[src/hw/rtl/xcfr_pkg.sv]
// Shared types and constants for the XOR-checked frame receiver.
// Used by the front parser, the result queue, the output stage and the top level.
package xcfr_pkg;

    localparam logic [7:0] HEADER_FIRST_RESET  = 8'hCD;
    localparam logic [7:0] HEADER_SECOND_RESET = 8'hDC;
    localparam int         QUEUE_DEPTH_DEFAULT = 4;

    // Configuration register indexes
    localparam logic CFG_HEADER_FIRST  = 1'b0;
    localparam logic CFG_HEADER_SECOND = 1'b1;

    // Input operation codes
    localparam logic OP_BYTE    = 1'b0;
    localparam logic OP_TIMEOUT = 1'b1;

    // Result kinds
    localparam logic KIND_PAYLOAD = 1'b0;
    localparam logic KIND_END     = 1'b1;

    typedef enum logic [1:0] {
        ST_OK      = 2'd0,
        ST_BADSUM  = 2'd1,
        ST_BADHDR  = 2'd2,
        ST_TIMEOUT = 2'd3
    } status_t;

    typedef enum logic [6:0] {
        PH_HDR1 = 7'b0000001,
        PH_HDR2 = 7'b0000010,
        PH_ADDR = 7'b0000100,
        PH_CMD  = 7'b0001000,
        PH_LEN  = 7'b0010000,
        PH_PAY  = 7'b0100000,
        PH_CHK  = 7'b1000000
    } phase_t;

    typedef struct packed {
        logic       kind;
        logic [7:0] payload_byte;
        logic [7:0] frame_address;
        logic [7:0] frame_command;
        logic [7:0] frame_length;
        status_t    status;
        logic       last;
    } result_t;

    typedef struct packed {
        logic full;
        logic empty;
    } queue_status_t;

endpackage

[src/hw/rtl/xcfr_front.sv]
// Front parser: accepts received words, tracks the frame phase and builds result words.
// Depends on xcfr_pkg.
module xcfr_front
    import xcfr_pkg::*;
(
    input  logic          clk,
    input  logic          rst_n,
    input  logic          cfg_write,
    input  logic          cfg_index,
    input  logic [7:0]    cfg_data,
    input  logic          accept,
    input  logic          operation,
    input  logic [7:0]    rx_byte,
    output logic          push,
    output result_t       push_word
);

    logic [7:0] header_first_reg, header_first_next;
    logic [7:0] header_second_reg, header_second_next;
    phase_t     phase_reg, phase_next;
    logic       match_reg, match_next;
    logic [7:0] addr_reg, addr_next;
    logic [7:0] cmd_reg, cmd_next;
    logic [7:0] len_reg, len_next;
    logic [7:0] left_reg, left_next;
    logic [7:0] xor_reg, xor_next;
    logic [7:0] left_dec;

    always_comb
    begin
        header_first_next  = header_first_reg;
        header_second_next = header_second_reg;
        if (cfg_write)
        begin
            if (cfg_index == CFG_HEADER_FIRST)
            begin
                header_first_next = cfg_data;
            end
            else
            begin
                header_second_next = cfg_data;
            end
        end
    end

    assign left_dec = left_reg - 8'd1;

    always_comb
    begin
        phase_next = phase_reg;
        match_next = match_reg;
        addr_next  = addr_reg;
        cmd_next   = cmd_reg;
        len_next   = len_reg;
        left_next  = left_reg;
        xor_next   = xor_reg;
        push       = 1'b0;
        push_word.kind          = KIND_END;
        push_word.payload_byte  = 8'd0;
        push_word.frame_address = addr_reg;
        push_word.frame_command = cmd_reg;
        push_word.frame_length  = len_reg;
        push_word.status        = ST_OK;
        push_word.last          = 1'b1;

        if (accept)
        begin
            if (operation == OP_TIMEOUT)
            begin
                // Close any open frame with timeout status
                if (phase_reg != PH_HDR1)
                begin
                    push             = 1'b1;
                    push_word.status = ST_TIMEOUT;
                    phase_next       = PH_HDR1;
                    match_next       = 1'b1;
                end
            end
            else
            begin
                unique case (phase_reg)
                    PH_HDR1:
                    begin
                        match_next = (rx_byte == header_first_reg);
                        addr_next  = 8'd0;
                        cmd_next   = 8'd0;
                        len_next   = 8'd0;
                        left_next  = 8'd0;
                        xor_next   = 8'd0;
                        phase_next = PH_HDR2;
                    end
                    PH_HDR2:
                    begin
                        match_next = match_reg && (rx_byte == header_second_reg);
                        phase_next = PH_ADDR;
                    end
                    PH_ADDR:
                    begin
                        addr_next  = rx_byte;
                        xor_next   = rx_byte;
                        phase_next = PH_CMD;
                    end
                    PH_CMD:
                    begin
                        cmd_next   = rx_byte;
                        xor_next   = xor_reg ^ rx_byte;
                        phase_next = PH_LEN;
                    end
                    PH_LEN:
                    begin
                        len_next = rx_byte;
                        xor_next = xor_reg ^ rx_byte;
                        if (!match_reg)
                        begin
                            push                   = 1'b1;
                            push_word.frame_length = rx_byte;
                            push_word.status       = ST_BADHDR;
                            phase_next             = PH_HDR1;
                            match_next             = 1'b1;
                        end
                        else
                        begin
                            left_next  = rx_byte;
                            phase_next = (rx_byte != 8'd0) ? PH_PAY : PH_CHK;
                        end
                    end
                    PH_PAY:
                    begin
                        xor_next  = xor_reg ^ rx_byte;
                        left_next = left_dec;
                        if (left_dec == 8'd0)
                        begin
                            phase_next = PH_CHK;
                        end
                        push                   = 1'b1;
                        push_word.kind         = KIND_PAYLOAD;
                        push_word.payload_byte = rx_byte;
                        push_word.last         = 1'b0;
                    end
                    PH_CHK:
                    begin
                        push             = 1'b1;
                        push_word.status = (rx_byte == xor_reg) ? ST_OK : ST_BADSUM;
                        phase_next       = PH_HDR1;
                        match_next       = 1'b1;
                    end
                    default:
                    begin
                        phase_next = PH_HDR1;
                        match_next = 1'b1;
                    end
                endcase
            end
        end
    end

    always_ff @(posedge clk or negedge rst_n)
    begin
        if (!rst_n)
        begin
            header_first_reg  <= HEADER_FIRST_RESET;
            header_second_reg <= HEADER_SECOND_RESET;
            phase_reg         <= PH_HDR1;
            match_reg         <= 1'b1;
            addr_reg          <= 8'd0;
            cmd_reg           <= 8'd0;
            len_reg           <= 8'd0;
            left_reg          <= 8'd0;
            xor_reg           <= 8'd0;
        end
        else
        begin
            header_first_reg  <= header_first_next;
            header_second_reg <= header_second_next;
            phase_reg         <= phase_next;
            match_reg         <= match_next;
            addr_reg          <= addr_next;
            cmd_reg           <= cmd_next;
            len_reg           <= len_next;
            left_reg          <= left_next;
            xor_reg           <= xor_next;
        end
    end

endmodule

[src/hw/rtl/xcfr_queue.sv]
// Short first-in first-out queue of result words between the parser and the output stage.
// Depends on xcfr_pkg.
module xcfr_queue
    import xcfr_pkg::*;
#(
    parameter int DEPTH = QUEUE_DEPTH_DEFAULT
)
(
    input  logic          clk,
    input  logic          rst_n,
    input  logic          push,
    input  result_t       push_word,
    input  logic          pop,
    output result_t       head_word,
    output queue_status_t stat
);

    localparam int PTR_W = (DEPTH > 1) ? $clog2(DEPTH) : 1;
    localparam int CNT_W = $clog2(DEPTH + 1);

    result_t            mem_reg [DEPTH];
    logic [PTR_W-1:0]   wr_ptr_reg, wr_ptr_next;
    logic [PTR_W-1:0]   rd_ptr_reg, rd_ptr_next;
    logic [CNT_W-1:0]   count_reg, count_next;

    function automatic logic [PTR_W-1:0] ptr_inc(input logic [PTR_W-1:0] p);
        ptr_inc = (p == PTR_W'(DEPTH - 1)) ? '0 : p + 1'b1;
    endfunction

    assign stat.full  = (count_reg == CNT_W'(DEPTH));
    assign stat.empty = (count_reg == '0);
    assign head_word  = mem_reg[rd_ptr_reg];

    always_comb
    begin
        wr_ptr_next = push ? ptr_inc(wr_ptr_reg) : wr_ptr_reg;
        rd_ptr_next = pop ? ptr_inc(rd_ptr_reg) : rd_ptr_reg;
        count_next  = count_reg;
        if (push && !pop)
        begin
            count_next = count_reg + 1'b1;
        end
        else if (pop && !push)
        begin
            count_next = count_reg - 1'b1;
        end
    end

    always_ff @(posedge clk)
    begin
        if (push)
        begin
            mem_reg[wr_ptr_reg] <= push_word;
        end
    end

    always_ff @(posedge clk or negedge rst_n)
    begin
        if (!rst_n)
        begin
            wr_ptr_reg <= '0;
            rd_ptr_reg <= '0;
            count_reg  <= '0;
        end
        else
        begin
            wr_ptr_reg <= wr_ptr_next;
            rd_ptr_reg <= rd_ptr_next;
            count_reg  <= count_next;
        end
    end

endmodule

[src/hw/rtl/xcfr_back.sv]
// Output stage: moves result words from the queue into the output register.
// Depends on xcfr_pkg.
module xcfr_back
    import xcfr_pkg::*;
(
    input  logic          clk,
    input  logic          rst_n,
    input  queue_status_t q_stat,
    input  result_t       head_word,
    output logic          pop,
    output logic          out_valid,
    input  logic          out_ready,
    output result_t       out_word
);

    logic    valid_reg, valid_next;
    result_t word_reg, word_next;

    // Refill when the register is empty or its word leaves this cycle
    assign pop = !q_stat.empty && (!valid_reg || out_ready);

    always_comb
    begin
        valid_next = valid_reg;
        word_next  = word_reg;
        if (pop)
        begin
            valid_next = 1'b1;
            word_next  = head_word;
        end
        else if (out_ready)
        begin
            valid_next = 1'b0;
        end
    end

    always_ff @(posedge clk)
    begin
        word_reg <= word_next;
    end

    always_ff @(posedge clk or negedge rst_n)
    begin
        if (!rst_n)
        begin
            valid_reg <= 1'b0;
        end
        else
        begin
            valid_reg <= valid_next;
        end
    end

    assign out_valid = valid_reg;
    assign out_word  = word_reg;

endmodule

[src/hw/rtl/xor_checked_frame_receiver_core.sv]
// Top level of the XOR-checked frame receiver.
// Depends on xcfr_pkg, xcfr_front, xcfr_queue and xcfr_back.
//
// Usage:
//   Input channel (in_valid/in_ready) carries one word per received event:
//   operation selects a received byte (rx_byte) or a receive gap timeout.
//   Frames are: header byte one, header byte two, address, command, length,
//   length payload bytes, check byte (XOR of address, command, length and
//   payload). Each payload byte leaves at once as a payload word; the check
//   byte, a wrong header (judged after the fifth byte) or a mid-frame
//   timeout give one end word with status and last set.
//   Output channel (out_valid/out_ready) carries the result words in order.
//   A word that makes a result is written into the queue at the edge that
//   accepts it; the output stage then pops it into the output register.
//   Throughput: one input word per cycle while the queue is not full; the
//   parser updates its state once per accepted word, so the block sustains
//   one word per clock until in_ready drops.
//   Stall: when the receiver holds out_ready low, results collect in the
//   QUEUE_DEPTH-entry queue; in_ready drops only once the queue is full.
//   Reset (rst_n, asynchronous, active low) returns the parser to waiting
//   for header byte one, empties the queue and reloads the header registers
//   (0xCD, 0xDC). Write header registers over cfg_write/cfg_index/cfg_data
//   only while the block is idle.
module xor_checked_frame_receiver_core
    import xcfr_pkg::*;
#(
    parameter int QUEUE_DEPTH = QUEUE_DEPTH_DEFAULT
)
(
    input  logic       clk,
    input  logic       rst_n,
    input  logic       cfg_write,
    input  logic       cfg_index,
    input  logic [7:0] cfg_data,
    input  logic       in_valid,
    output logic       in_ready,
    input  logic       operation,
    input  logic [7:0] rx_byte,
    output logic       out_valid,
    input  logic       out_ready,
    output logic       kind,
    output logic [7:0] payload_byte,
    output logic [7:0] frame_address,
    output logic [7:0] frame_command,
    output logic [7:0] frame_length,
    output logic [1:0] status,
    output logic       last
);

    logic          accept;
    logic          q_push;
    logic          q_pop;
    result_t       q_in_word;
    result_t       q_head_word;
    result_t       out_word;
    queue_status_t q_stat;

    // Accept whenever the queue can take a result
    assign in_ready = !q_stat.full;
    assign accept   = in_valid && in_ready;

    xcfr_front u_front (
        .clk       (clk),
        .rst_n     (rst_n),
        .cfg_write (cfg_write),
        .cfg_index (cfg_index),
        .cfg_data  (cfg_data),
        .accept    (accept),
        .operation (operation),
        .rx_byte   (rx_byte),
        .push      (q_push),
        .push_word (q_in_word)
    );

    xcfr_queue #(
        .DEPTH (QUEUE_DEPTH)
    ) u_queue (
        .clk       (clk),
        .rst_n     (rst_n),
        .push      (q_push),
        .push_word (q_in_word),
        .pop       (q_pop),
        .head_word (q_head_word),
        .stat      (q_stat)
    );

    xcfr_back u_back (
        .clk       (clk),
        .rst_n     (rst_n),
        .q_stat    (q_stat),
        .head_word (q_head_word),
        .pop       (q_pop),
        .out_valid (out_valid),
        .out_ready (out_ready),
        .out_word  (out_word)
    );

    // Drive the payload ports from the output register
    assign kind          = out_word.kind;
    assign payload_byte  = out_word.payload_byte;
    assign frame_address = out_word.frame_address;
    assign frame_command = out_word.frame_command;
    assign frame_length  = out_word.frame_length;
    assign status        = out_word.status;
    assign last          = out_word.last;

    // An end word always closes the frame, and only end words do
    a_kind_last: assert property (@(posedge clk) disable iff (!rst_n)
        out_valid |-> (kind == last))
        else $error("end word and last flag disagree");

    // Payload words always carry ok status
    a_payload_ok: assert property (@(posedge clk) disable iff (!rst_n)
        (out_valid && (kind == KIND_PAYLOAD)) |-> (status == ST_OK))
        else $error("payload word with non-ok status");

    // Never pop an empty queue; the output register then holds a word
    a_pop_nonempty: assert property (@(posedge clk) disable iff (!rst_n)
        q_pop |-> (!q_stat.empty ##1 out_valid))
        else $error("queue pop without a word delivered");

    // A result pushed into an empty queue with an idle output passes through the queue into the output register
    a_push_latency: assert property (@(posedge clk) disable iff (!rst_n)
        (q_push && q_stat.empty && !out_valid) |=> ##1 out_valid)
        else $error("result did not reach the output in two cycles");

endmodule

[config.mk]
export PLATFORM = sky130hd
export DESIGN_NAME = xor_checked_frame_receiver_core
export DESIGN_NICKNAME = d
export VERILOG_FILES = /design/src/hw/rtl/xcfr_pkg.sv /design/src/hw/rtl/xcfr_front.sv /design/src/hw/rtl/xcfr_queue.sv /design/src/hw/rtl/xcfr_back.sv /design/src/hw/rtl/xor_checked_frame_receiver_core.sv
export SDC_FILE = /design/constraint.sdc
export NUM_CORES = 1
export LEC_CHECK = 0
export ABC_CLOCK_PERIOD_IN_PS = 2600
export BUFFER_PORTS_ARGS = -buffer_cell sky130_fd_sc_hd__clkbuf_2
export CELL_PAD_IN_SITES_DETAIL_PLACEMENT = 0
export CELL_PAD_IN_SITES_GLOBAL_PLACEMENT = 1
export CORE_MARGIN = 3
export CORE_UTILIZATION = 47
export CTS_CLUSTER_SIZE = 25
export DETAILED_ROUTE_END_ITERATION = 12
export HOLD_SLACK_MARGIN = 0.03
export MAX_ROUTING_LAYER = met4
export PLACE_DENSITY = 0.78
export SLEW_MARGIN = 20
export SYNTH_ARGS = -nofsm -noshare
export SYNTH_HDL_FRONTEND = slang
export SYNTH_HIERARCHICAL = 1
export SYNTH_SLANG_ARGS = --single-unit
export TNS_END_PERCENT = 50
[constraint.sdc]
create_clock -name clk -period 2.6 [get_ports clk]
set_input_delay 0.13 -clock clk [delete_from_list [all_inputs] [get_ports clk]]
set_output_delay 0.13 -clock clk [all_outputs]
set_load 0.01 [all_outputs]
==> flow_summary_export.csv, run 1 <==
group,metric,value,unit
clocking,cts-htree-levels,1,
finish,fin_area,0.0120,mm²
critical_path,cp_cell_sequence,"or3_4, nor4b_4, a21oi_1, o31a_1, ha_1, inv_1, fa_1, mux2_2",
clocking,cts_inserted_buffers,26,
critical_path,max_stage_delay,0.43,ns
finish,final-instance-count-excl-fill,987,
synth,async_flop_share,28.6,%
synth,synth_edf_count,180,
timing,post-route-period-util,94.1,%
clocking,cts.sinks,252,
finish,seqCellArea,0.00722,mm²
run_status,outcome,"complete, no violations",
critical_path,worstPathArrival,2.85,ns
place,hpwl,12400,µm
floorplan,fp.dieH,154,µm
clocking,clock_path_buffers,3,
critical_path,start_kind,"register",
drt,postRouteAntennaNets,0,
finish,area_growth,17.0,%
floorplan,die_area,0.0237,mm²
power_and_ir_drop,p_per_area,973,mW/mm²
critical_path,path_class,"reg -> reg",
finish,drive_above_1_share,31.3,%
synth,yosys.cell_types.count,58,
floorplan,rows,53,
critical_path,cp.required,3.00,ns
global_routing,grt_pass1_vias,5918,
timing,tightest_slew,0.761,ns
timing,finalSetupViolCount,0,
place,port_buffers,60,
synth,ys.flop_type,"edfxtp_1",
finish,fill_cells,1638,
floorplan,die_w,154,µm
power_and_ir_drop,p_leak,4.56,nW
finish,nets,724,
global_routing,antenna_found_initial,0,
drt,drtPass1Iterations,5,
synth,syn_area,0.0103,mm²
synth,synthCells,596,
finish,largest_reg_flops,144,
timing,maxSlewHeadroom,49.2,%
drt,totalWireLength,20300,µm
synth,synth_warnings,6,
timing,fin_skew,0.0140,ns
clocking,path_clk_slew,0.06,ns
hold_path,hold_depth,3,
timing,final_hold_viol_count,0,
timing,maxSlewViolCount,0,
finish,diodes,0,
hold_path,hold_class,"in -> reg",
place,dp_cells,928,
timing,holdWs,0.0743,ns
drt,drtIter0Drc,572,
synth,synth-seq-cells,252,
timing,fin_crit,2.45,ns
synth,yosysSeqAreaShare,70.3,%
power_and_ir_drop,peakVddDrop,0.530,mV
place,post_dp_cell_area,0.0110,mm²
clocking,cts_root_buf,"clkbuf_16",
drt,wl_per_cell,20.5,µm
critical_path,cpMaxStageDelayCell,"or3_4",
flow_run,cap_violations,0,
clocking,clk_latency,0.52,ns
critical_path,crit_fanout,4,
floorplan,start_util,48.4,%
synth,synth.avg_cell_area,17.2,µm²
drt,drc_errors,0,
floorplan,core,0.0212,mm²
clocking,cts_tree,"done",
drt,vias,5635,
global_routing,grt-ovfl-total,0,
global_routing,grtUsageTotal,17.8,%
critical_path,reg2reg_depth,8,
floorplan,ios,61,
timing,tns,0,ns
global_routing,grt_first_pass_wirelength,32600,µm
place,gp_congestion,0.870,
synth,syn-num-nets,628,
global_routing,grt_max_degree,39,
drt,viasPerCell,5.71,
critical_path,crit_path_end_kind,"register",
timing,grt_setup_unrepaired,"no",
finish,multiInputGateArea,0.00283,mm²
timing,max_freq,409,MHz
-- routing by layer --
layer	share of wire [%]	wire, µm	GRT usage (%)
met5	0	0	-
met4	2.3	464	5.21
met3	4.9	986	2.67
met2	50	10100	29.1
met1	43	8690	23.4
-- layout make-up --
cell class,count,area share (%)
Sequential cell,252,60.1
Multi-Input combinational cell,297,23.5
Timing Repair Buffer,102,5.87
Clock buffer,31,5.65
Tap cell,275,2.86
Clock inverter,17,1.56
Inverter,13,0.406
-- kinds of logic after synthesis --
family	count (synthesis)	synth area share, %
multiplexers	63	10.9
buffers and inverters	47	2.46
adder cells (fa/ha/maj)	9	1.17
AND/OR/NAND/NOR	92	5.13
AO/OA/AOI/OAI	102	7.45
flip-flops	252	70.3
XOR/XNOR	31	2.64
-- where the power goes --
group          leakage, nW  switching [W]  internal [W]
combinational         1.55        0.00140       0.00123
clock                0.426        0.00145       0.00226
sequential            2.59       0.000276       0.00507
-- timing repair --
item	in CTS	in global routing
buffers inserted	0	0
resized for setup	0	3
endpoints found under the hold margin	37	0
hold buffers	11	0
endpoints found under the setup margin	0	2
-- synthesized netlist by cell type (all sizes together), types with 2 or more instances --
master / n / share of area (%)
edfxtp: 180 / 53
dfrtp: 60 / 15
mux4: 36 / 7.9
o21ai: 33 / 1.7
a22o: 32 / 2.7
mux2: 27 / 3.0
buf: 24 / 1.6
xor2: 24 / 2.0
nand2: 17 / 0.62
nor2: 16 / 0.58
inv: 13 / 0.48
nor4: 13 / 0.79
dfstp: 12 / 3.1
a21oi: 11 / 0.72
a32o: 10 / 0.97
clkbuf: 10 / 0.37
and3: 9 / 0.55
ha: 8 / 0.97
xnor2: 7 / 0.60
and2: 6 / 0.37
nor2b: 6 / 0.37
nor3: 6 / 0.40
a21o: 3 / 0.22
nand2b: 3 / 0.18
nand4: 3 / 0.18
nand3: 2 / 0.097
nor3b: 2 / 0.19
o21a: 2 / 0.15
o31a: 2 / 0.17
or2: 2 / 0.12
or3: 2 / 0.17
-- metrics by stage --
stage	worst slack (ns)	util [%]	power [W]
2_1_floorplan	-0.291	-	0.00720
3_3_place_gp	0.185	51.9	0.00797
3_5_place_dp	0.0851	51.9	0.00808
4_1_cts	0.0728	56.5	0.0118
5_1_grt	0.0344	56.6	0.0122
6_report	0.153	56.6	0.0117
-- critical path, delay by kind of cell, from the launching register on --
kind                     cells  cell delay (ns)
AND/OR/NAND/NOR              2             0.72
adder cells (fa/ha/maj)      2             0.63
flip-flops                   1             0.38
AO/OA/AOI/OAI                2             0.27
multiplexers                 1             0.26
buffers and inverters        1             0.07
-- cell usage in the layout (no fill, tap or decap), types with 4 or more instances in the layout --
cell type        n
a21oi_1          8
a22o_1          32
a32o_1          10
and3_1           9
buf_12           5
buf_4           26
bufinv_16        4
clkbuf_1         4
clkbuf_16       26
clkbuf_2        59
clkinv_1         7
clkinv_2         5
dfrtp_1         59
dfstp_2         12
dlygate4sd3_1   11
edfxtp_1       180
ha_1             8
inv_1           13
mux2_2          27
mux4_2          36
nand2_1         17
nor2_1          16
nor2b_1          5
nor3_1           5
nor4_1          13
o21ai_0         26
o21ai_1          4
xnor2_1          7
xor2_1          24
-- worst paths after layout --
check | startpoint | end | slack, ns
min in group asynchronous | rst_n | u_front/xor_reg[2] | 0.20
hold / removal | operation | u_front/match_reg | 0.07
setup / recovery | u_front/phase_reg[4] | u_queue/count_reg[1] | 0.15
max in group asynchronous | rst_n | u_front/phase_reg[0] | 1.57
setup reg to reg | u_front/phase_reg[4] | u_queue/count_reg[1] | 0.15
hold reg to reg | u_front/len_reg[4] | u_front/len_reg[4] | 0.50
No activity file was read; power rests on OpenSTA's default activity.
==> run 2, diff against run 1 <==
--- a/config.mk
+++ b/config.mk
@@ -5,17 +5,18 @@
 export SDC_FILE = /design/constraint.sdc
 export NUM_CORES = 1
 export LEC_CHECK = 0
+export ABC_AREA = 1
 export ABC_CLOCK_PERIOD_IN_PS = 2600
 export BUFFER_PORTS_ARGS = -buffer_cell sky130_fd_sc_hd__clkbuf_2
 export CELL_PAD_IN_SITES_DETAIL_PLACEMENT = 0
 export CELL_PAD_IN_SITES_GLOBAL_PLACEMENT = 1
 export CORE_MARGIN = 3
-export CORE_UTILIZATION = 47
+export CORE_UTILIZATION = 45
 export CTS_CLUSTER_SIZE = 25
 export DETAILED_ROUTE_END_ITERATION = 12
 export HOLD_SLACK_MARGIN = 0.03
 export MAX_ROUTING_LAYER = met4
-export PLACE_DENSITY = 0.78
+export PLACE_DENSITY = 0.79
 export SLEW_MARGIN = 20
 export SYNTH_ARGS = -nofsm -noshare
 export SYNTH_HDL_FRONTEND = slang
==> run 2 against run 1 <==
Maximum frequency rose by 3.5%. Power grew 17%. Sequential share of layout area down 4.6 points. Worst hold slack worse by 0.028 ns. Cell count up 41%. Area after synthesis is 8.0% higher. First-iteration DRC count decreased by 22%. Sequential cell count unchanged. Global-route usage about the same. Critical path depth up 4. Clock power grew 16%. Largest power group unchanged.
==> flow_summary_export.csv, run 2 <==
group,metric,value,unit
run_status,outcome,"complete, no violations",
clocking,clock_path_buffers,3,
critical_path,worstPathArrival,2.68,ns
power_and_ir_drop,p_per_area,1050,mW/mm²
synth,synthMostInstantiatedCell,"nand2_1",
clocking,clk_latency,0.56,ns
synth,synth-seq-cells,252,
floorplan,die_w,163,µm
floorplan,die_area,0.0266,mm²
synth,async_flop_share,28.6,%
critical_path,cpMaxStageDelayCell,"dfrtp_1",
finish,drive_above_1_share,21.8,%
timing,fin_skew,0.0241,ns
global_routing,antenna_found_initial,1,
finish,fin_util,54.6,%
clocking,cts_setup_buffers,0,
power_and_ir_drop,p_leak,5.50,nW
place,hpwl,14600,µm
clocking,cts.sinks,252,
clocking,cts-hold-fix-buffers,17,
clocking,cts_tree,"done",
timing,grt_setup_unrepaired,"no",
power_and_ir_drop,peakVddDrop,0.644,mV
timing,finalSetupViolCount,0,
drt,wl_per_cell,16.0,µm
timing,final_hold_viol_count,0,
global_routing,grtUsageTotal,17.7,%
critical_path,crit_fanout,11,
global_routing,grt_pass1_vias,6895,
finish,final_cell_mix,"nand2_1, edfxtp_1, inv_1",
floorplan,fp.dieH,163,µm
synth,synth_area_leader_cell,"edfxtp_1",
drt,totalWireLength,22300,µm
clocking,cts_root_buf,"clkbuf_16",
timing,fin_crit,2.36,ns
clocking,path_clk_slew,0.06,ns
finish,final-instance-count-excl-fill,1395,
finish,area_growth,17.3,%
critical_path,critPathTopFamily,"buffers and inverters",
timing,post-route-period-util,90.9,%
synth,ys.flop_type,"edfxtp_1",
finish,fill_cells,2037,
clocking,cts-htree-levels,1,
drt,vias,6879,
floorplan,rows,56,
floorplan,core,0.0238,mm²
finish,largest_reg_flops,144,
drt,drc_errors,0,
critical_path,max_stage_delay,0.43,ns
synth,synth.avg_cell_area,11.5,µm²
synth,synth_top_area_share,48.7,%
synth,syn_area,0.0111,mm²
flow_run,cap_violations,0,
critical_path,crit_path_end_kind,"register",
timing,tightest_slew,0.946,ns
timing,maxSlewViolCount,0,
finish,multiInputGateArea,0.00312,mm²
synth,yosys-top-cells-area,"edfxtp_1, dfrtp_1, nand2_1, o211ai_2, inv_1",
critical_path,cp.required,2.91,ns
global_routing,grt_first_pass_wirelength,36300,µm
synth,synth_warnings,6,
critical_path,start_kind,"register",
synth,synth_edf_count,180,
finish,seqCellArea,0.00722,mm²
global_routing,grt_max_degree,73,
floorplan,start_util,46.6,%
drt,viasPerCell,4.93,
clocking,cts_resized,0,
drt,drtIter0Drc,447,
place,port_buffers,60,
synth,syn-num-nets,996,
drt,drtPass1Iterations,7,
timing,maxSlewHeadroom,36.9,%
synth,yosys.cell_types.count,38,
floorplan,ios,61,
synth,yosysSeqAreaShare,65.1,%
timing,max_freq,423,MHz
critical_path,path_class,"reg -> reg",
synth,synthTopCellsByCount,"nand2_1, edfxtp_1, inv_1",
place,dp_cells,1325,
global_routing,grt-ovfl-total,0,
finish,nets,1085,
drt,postRouteAntennaNets,0,
power_and_ir_drop,fin_total_pwr,0.0136,W
hold_path,hold_class,"in -> reg",
clocking,cts_inserted_buffers,28,
place,gp_congestion,0.885,
critical_path,cp_cell_sequence,"nor3_1, nor2_2, inv_1, nor2_4, inv_2, o21ai_2, inv_1, a21oi_1, buf_4, nand2_1, clkinvlp_4, buf_4",
synth,synthCells,964,
critical_path,crit_buf_inv,6,
finish,layout_commonest_cell,"nand2_1",
[run 2: cell types whose count changed after synthesis, sizes merged, moves of 35 or more]
cell and delta:
inv +122, mux4 -36, nand2 +230, nor2 +35, o211ai +71, o21ai +35
[run 2: area by class of cell]
type	instances	share of cell area [%]
Clock inverter	11	1.62
Multi-Input combinational cell	538	24.0
Clock buffer	41	6.37
Antenna cell	1	0.0192
Inverter	136	4.07
Sequential cell	252	55.5
Tap cell	319	3.07
Timing Repair Buffer	97	5.36
[run 2: path summary, 6_finish.rpt]
kind                                      start                     to  slack, ns  depth (start not counted)
max                        u_queue/count_reg[0]  u_queue/mem_reg[1][9]       0.24                         12
min                                  rx_byte[2]    u_front/addr_reg[2]       0.05                          3
max reg2reg                u_queue/count_reg[0]  u_queue/mem_reg[1][9]       0.24                         12
min reg2reg                  u_front/len_reg[5]     u_front/len_reg[5]       0.48                          2
max in group asynchronous                 rst_n       u_back/out_valid       1.72                          2
min in group asynchronous                 rst_n    u_front/addr_reg[3]       0.28                          2
[run 2: per-layer routing]
metal	global-route usage, %	wire, µm	vias to the layer above
li1	-	-	3434
met1	22.9	9840	3245
met2	29.2	10800	160
met3	3.37	1170	40
met4	4.31	484	0
met5	-	0	-
[run 2: cell families after synthesis]
group / Yosys count / share of synthesized area [%]
and+or+nand+nor: 340 / 13.0
DFF: 252 / 65.1
buffers and inverters: 174 / 6.84
AOI/OAI and AO/OA: 164 / 12.0
xor gates and xnor gates: 25 / 1.97
adders and majority gates: 9 / 1.08
[run 2: report_power, final]
part / internal [W] / switching [W]
registers: 0.00533 / 0.000330
clock network: 0.00271 / 0.00158
logic: 0.00128 / 0.00240
total: 0.00933 / 0.00431
[run 2: worst reg2reg max path, delay by kind of cell (launching register included)]
kind	cells	cell delay, ns
buffers and inverters	6	1.03
AND/OR/NAND/NOR	4	0.54
flip-flops	1	0.43
AO/OA/AOI/OAI	2	0.13
[run 2: per-stage QoR]
step | TNS, ns | setup WS, ns | cell area (µm²) | hold slack, ns
global route | 0 | 0.0551 | 13000 | 0.0631
CTS | 0 | 0.226 | 13000 | 0.0345
global placement | 0 | 0.276 | 11800 | 0.345
finish | 0 | 0.237 | 13000 | 0.0462
floorplan | -8.92 | -0.244 | 11100 | -0.166
detailed placement | 0 | 0.223 | 11800 | 0.347
==> run 3, diff against run 2 <==
--- a/config.mk
+++ b/config.mk
@@ -6,17 +6,17 @@
 export NUM_CORES = 1
 export LEC_CHECK = 0
 export ABC_AREA = 1
-export ABC_CLOCK_PERIOD_IN_PS = 2600
+export ABC_CLOCK_PERIOD_IN_PS = 2350
 export BUFFER_PORTS_ARGS = -buffer_cell sky130_fd_sc_hd__clkbuf_2
 export CELL_PAD_IN_SITES_DETAIL_PLACEMENT = 0
 export CELL_PAD_IN_SITES_GLOBAL_PLACEMENT = 1
 export CORE_MARGIN = 3
-export CORE_UTILIZATION = 45
+export CORE_UTILIZATION = 49
 export CTS_CLUSTER_SIZE = 25
 export DETAILED_ROUTE_END_ITERATION = 12
 export HOLD_SLACK_MARGIN = 0.03
 export MAX_ROUTING_LAYER = met4
-export PLACE_DENSITY = 0.79
+export PLACE_DENSITY = 0.82
 export SLEW_MARGIN = 20
 export SYNTH_ARGS = -nofsm -noshare
 export SYNTH_HDL_FRONTEND = slang
==> constraint.sdc (replaced) <==
create_clock -name clk -period 2.35 [get_ports clk]
set_input_delay 0.1175 -clock clk [delete_from_list [all_inputs] [get_ports clk]]
set_output_delay 0.1175 -clock clk [all_outputs]
set_load 0.01 [all_outputs]
==> run 3 against run 2 <==
Worst hold slack better by 0.028 ns. Cell count is 2.4% lower. Die area is 7.9% lower. Clock power is 7.5% lower. Sequential share of layout area is 0.46 points higher. Clock-buffer cell count is 3 lower.
==> flow_summary_export.csv, run 3 (synthesized netlist as in run 2, its figures left out) <==
group,metric,value,unit
run_status,outcome,"complete, no violations",
timing,tightest_slew,0.923,ns
timing,maxSlewViolCount,0,
global_routing,antenna_found_initial,0,
place,post_dp_cell_area,0.0119,mm²
hold_path,hold_class,"in -> reg",
finish,final_cell_mix,"nand2_1, edfxtp_1, inv_1",
clocking,path_clk_slew,0.06,ns
clocking,cts_inserted_buffers,27,
finish,final-instance-count-excl-fill,1362,
place,dp_cells,1292,
timing,maxSlewHeadroom,38.4,%
clocking,cts.sinks,252,
floorplan,core,0.0220,mm²
timing,max_freq,450,MHz
global_routing,grt_pass1_vias,6976,
floorplan,ios,61,
floorplan,die_area,0.0245,mm²
critical_path,reg2reg_slack,0.13,ns
critical_path,start_kind,"register",
clocking,clk_latency,0.52,ns
critical_path,reg2reg_depth,12,
timing,fin_crit,2.22,ns
power_and_ir_drop,peakVddDrop,0.581,mV
hold_path,min_to,"u_front/phase_reg[2]",
floorplan,fp.dieH,156,µm
drt,totalWireLength,22700,µm
drt,drtIter0Drc,523,
floorplan,start_util,50.4,%
finish,area_growth,16.4,%
flow_run,cap_violations,0,
critical_path,cp.required,2.76,ns
drt,drtPass1Iterations,5,
finish,diodes,0,
drt,drc_errors,0,
hold_path,hold_depth,4,
drt,wl_per_cell,16.7,µm
drt,vias,7028,
critical_path,crit_path_end_kind,"register",
global_routing,grt-ovfl-total,0,
floorplan,die_w,156,µm
global_routing,grt_first_pass_wirelength,37200,µm
critical_path,rr_startpoint,"u_front/phase_reg[1]",
clocking,clock_path_buffers,3,
timing,fin_skew,0.00861,ns
power_and_ir_drop,fin_total_pwr,0.0145,W
hold_path,hold_path_startpoint,"operation",
critical_path,path_class,"reg -> reg",
power_and_ir_drop,p_leak,5.45,nW
drt,postRouteAntennaNets,0,
place,port_buffers,60,
clocking,cts_root_buf,"clkbuf_16",
drt,viasPerCell,5.16,
critical_path,crit_fanout,4,
floorplan,rows,54,
critical_path,r2r-end,"u_queue/count_reg[2]",
finish,drive_above_1_share,22.5,%
timing,tns,0,ns
critical_path,worstPathArrival,2.64,ns
timing,grt_setup_unrepaired,"yes",
global_routing,grt_max_degree,72,
timing,final_hold_viol_count,0,
timing,finalSetupViolCount,0,
clocking,cts-htree-levels,1,
finish,fin_area,0.0129,mm²
power_and_ir_drop,p_per_area,1120,mW/mm²
place,hpwl,15000,µm
clocking,cts_tree,"done",
finish,layout_commonest_cell,"nand2_1",
place,gp_congestion,0.845,
finish,nets,1093,
timing,post-route-period-util,94.5,%
finish,largest_reg_flops,144,
global_routing,grtUsageTotal,19.8,%
run 3: cell count changes in the layout (fill, tap and decap cells not counted), moves of 2 or more:
cell,delta
buf_4,+5
clkinv_1,+5
bufinv_16,-4
clkbuf_8,-4
inv_1,-4
buf_12,+2
clkbuf_1,+2
dfrtp_1,-2
dfrtp_2,+2
inv_2,+2
run 3: worst max-delay path by stage:
stage | start | end | slack, ns | cells after the start
2_1_floorplan | u_queue/count_reg[2] | u_queue/count_reg[2] | 0.03 | 16
3_3_place_gp | u_front/phase_reg[2] | u_queue/count_reg[2] | 0.16 | 12
5_1_grt | u_queue/count_reg[2] | u_queue/count_reg[2] | 0.002 | 16
6_report | u_front/phase_reg[1] | u_queue/count_reg[2] | 0.13 | 12
3_5_place_dp | u_queue/count_reg[2] | u_queue/count_reg[2] | 0.12 | 16
4_1_cts | u_front/phase_reg[1] | u_queue/count_reg[2] | 0.10 | 12
run 3: power breakdown:
| group | total [W] | switching [W] | leakage [nW] | internal [W] |
|---|---|---|---|---|
| Combinational | 0.00422 | 0.00273 | 2.42 | 0.00149 |
| Sequential | 0.00628 | 0.000379 | 2.61 | 0.00590 |
| Clock | 0.00397 | 0.00162 | 0.416 | 0.00235 |
run 3: stage by stage:
stage	setup slack (ns)	hold slack (ns)	utilization (%)
6_report	0.129	0.0740	58.6
3_5_place_dp	0.117	0.313	53.8
5_1_grt	0.00242	0.107	58.6
2_1_floorplan	0.0295	-0.178	-
3_3_place_gp	0.160	0.314	53.8
4_1_cts	0.104	0.0686	58.5
run 3: timing repair:
action	CTS	global route
endpoints found under the hold margin	89	0
gates resized for setup	0	4
hold buffers	18	0
setup buffers	0	2
endpoints found under the setup margin	0	24
run 3: area by class of cell:
| class | count | area [µm²] |
|---|---|---|
| repair buffers | 106 | 797 |
| flip-flops and latches | 252 | 7220 |
| inverters | 136 | 536 |
| clock buffers | 38 | 757 |
| fillers | 1846 | 9110 |
| clock inverters | 12 | 86.3 |
| multi-input cells | 538 | 3160 |
| well taps | 280 | 350 |
run 3: metal layers:
metal | vias up | routed length, µm | global-route usage (%)
li1 | 3458 | - | -
met1 | 3355 | 10100 | 26.2
met2 | 179 | 11100 | 32.6
met3 | 36 | 1030 | 2.65
met4 | 0 | 493 | 4.84
met5 | - | 0 | -
run 3: worst max-delay path: stages (launching register included):
cell and delay, ns:
dfrtp_1 0.41, nor2_2 0.20, nand2_4 0.10, nor4_1 0.29, nor2_1 0.12, a21oi_4 0.18
ha_4 0.15, inv_1 0.06, fa_2 0.34, nand2_1 0.09, nand3_1 0.07, nand2_1 0.05
nand2_1 0.05
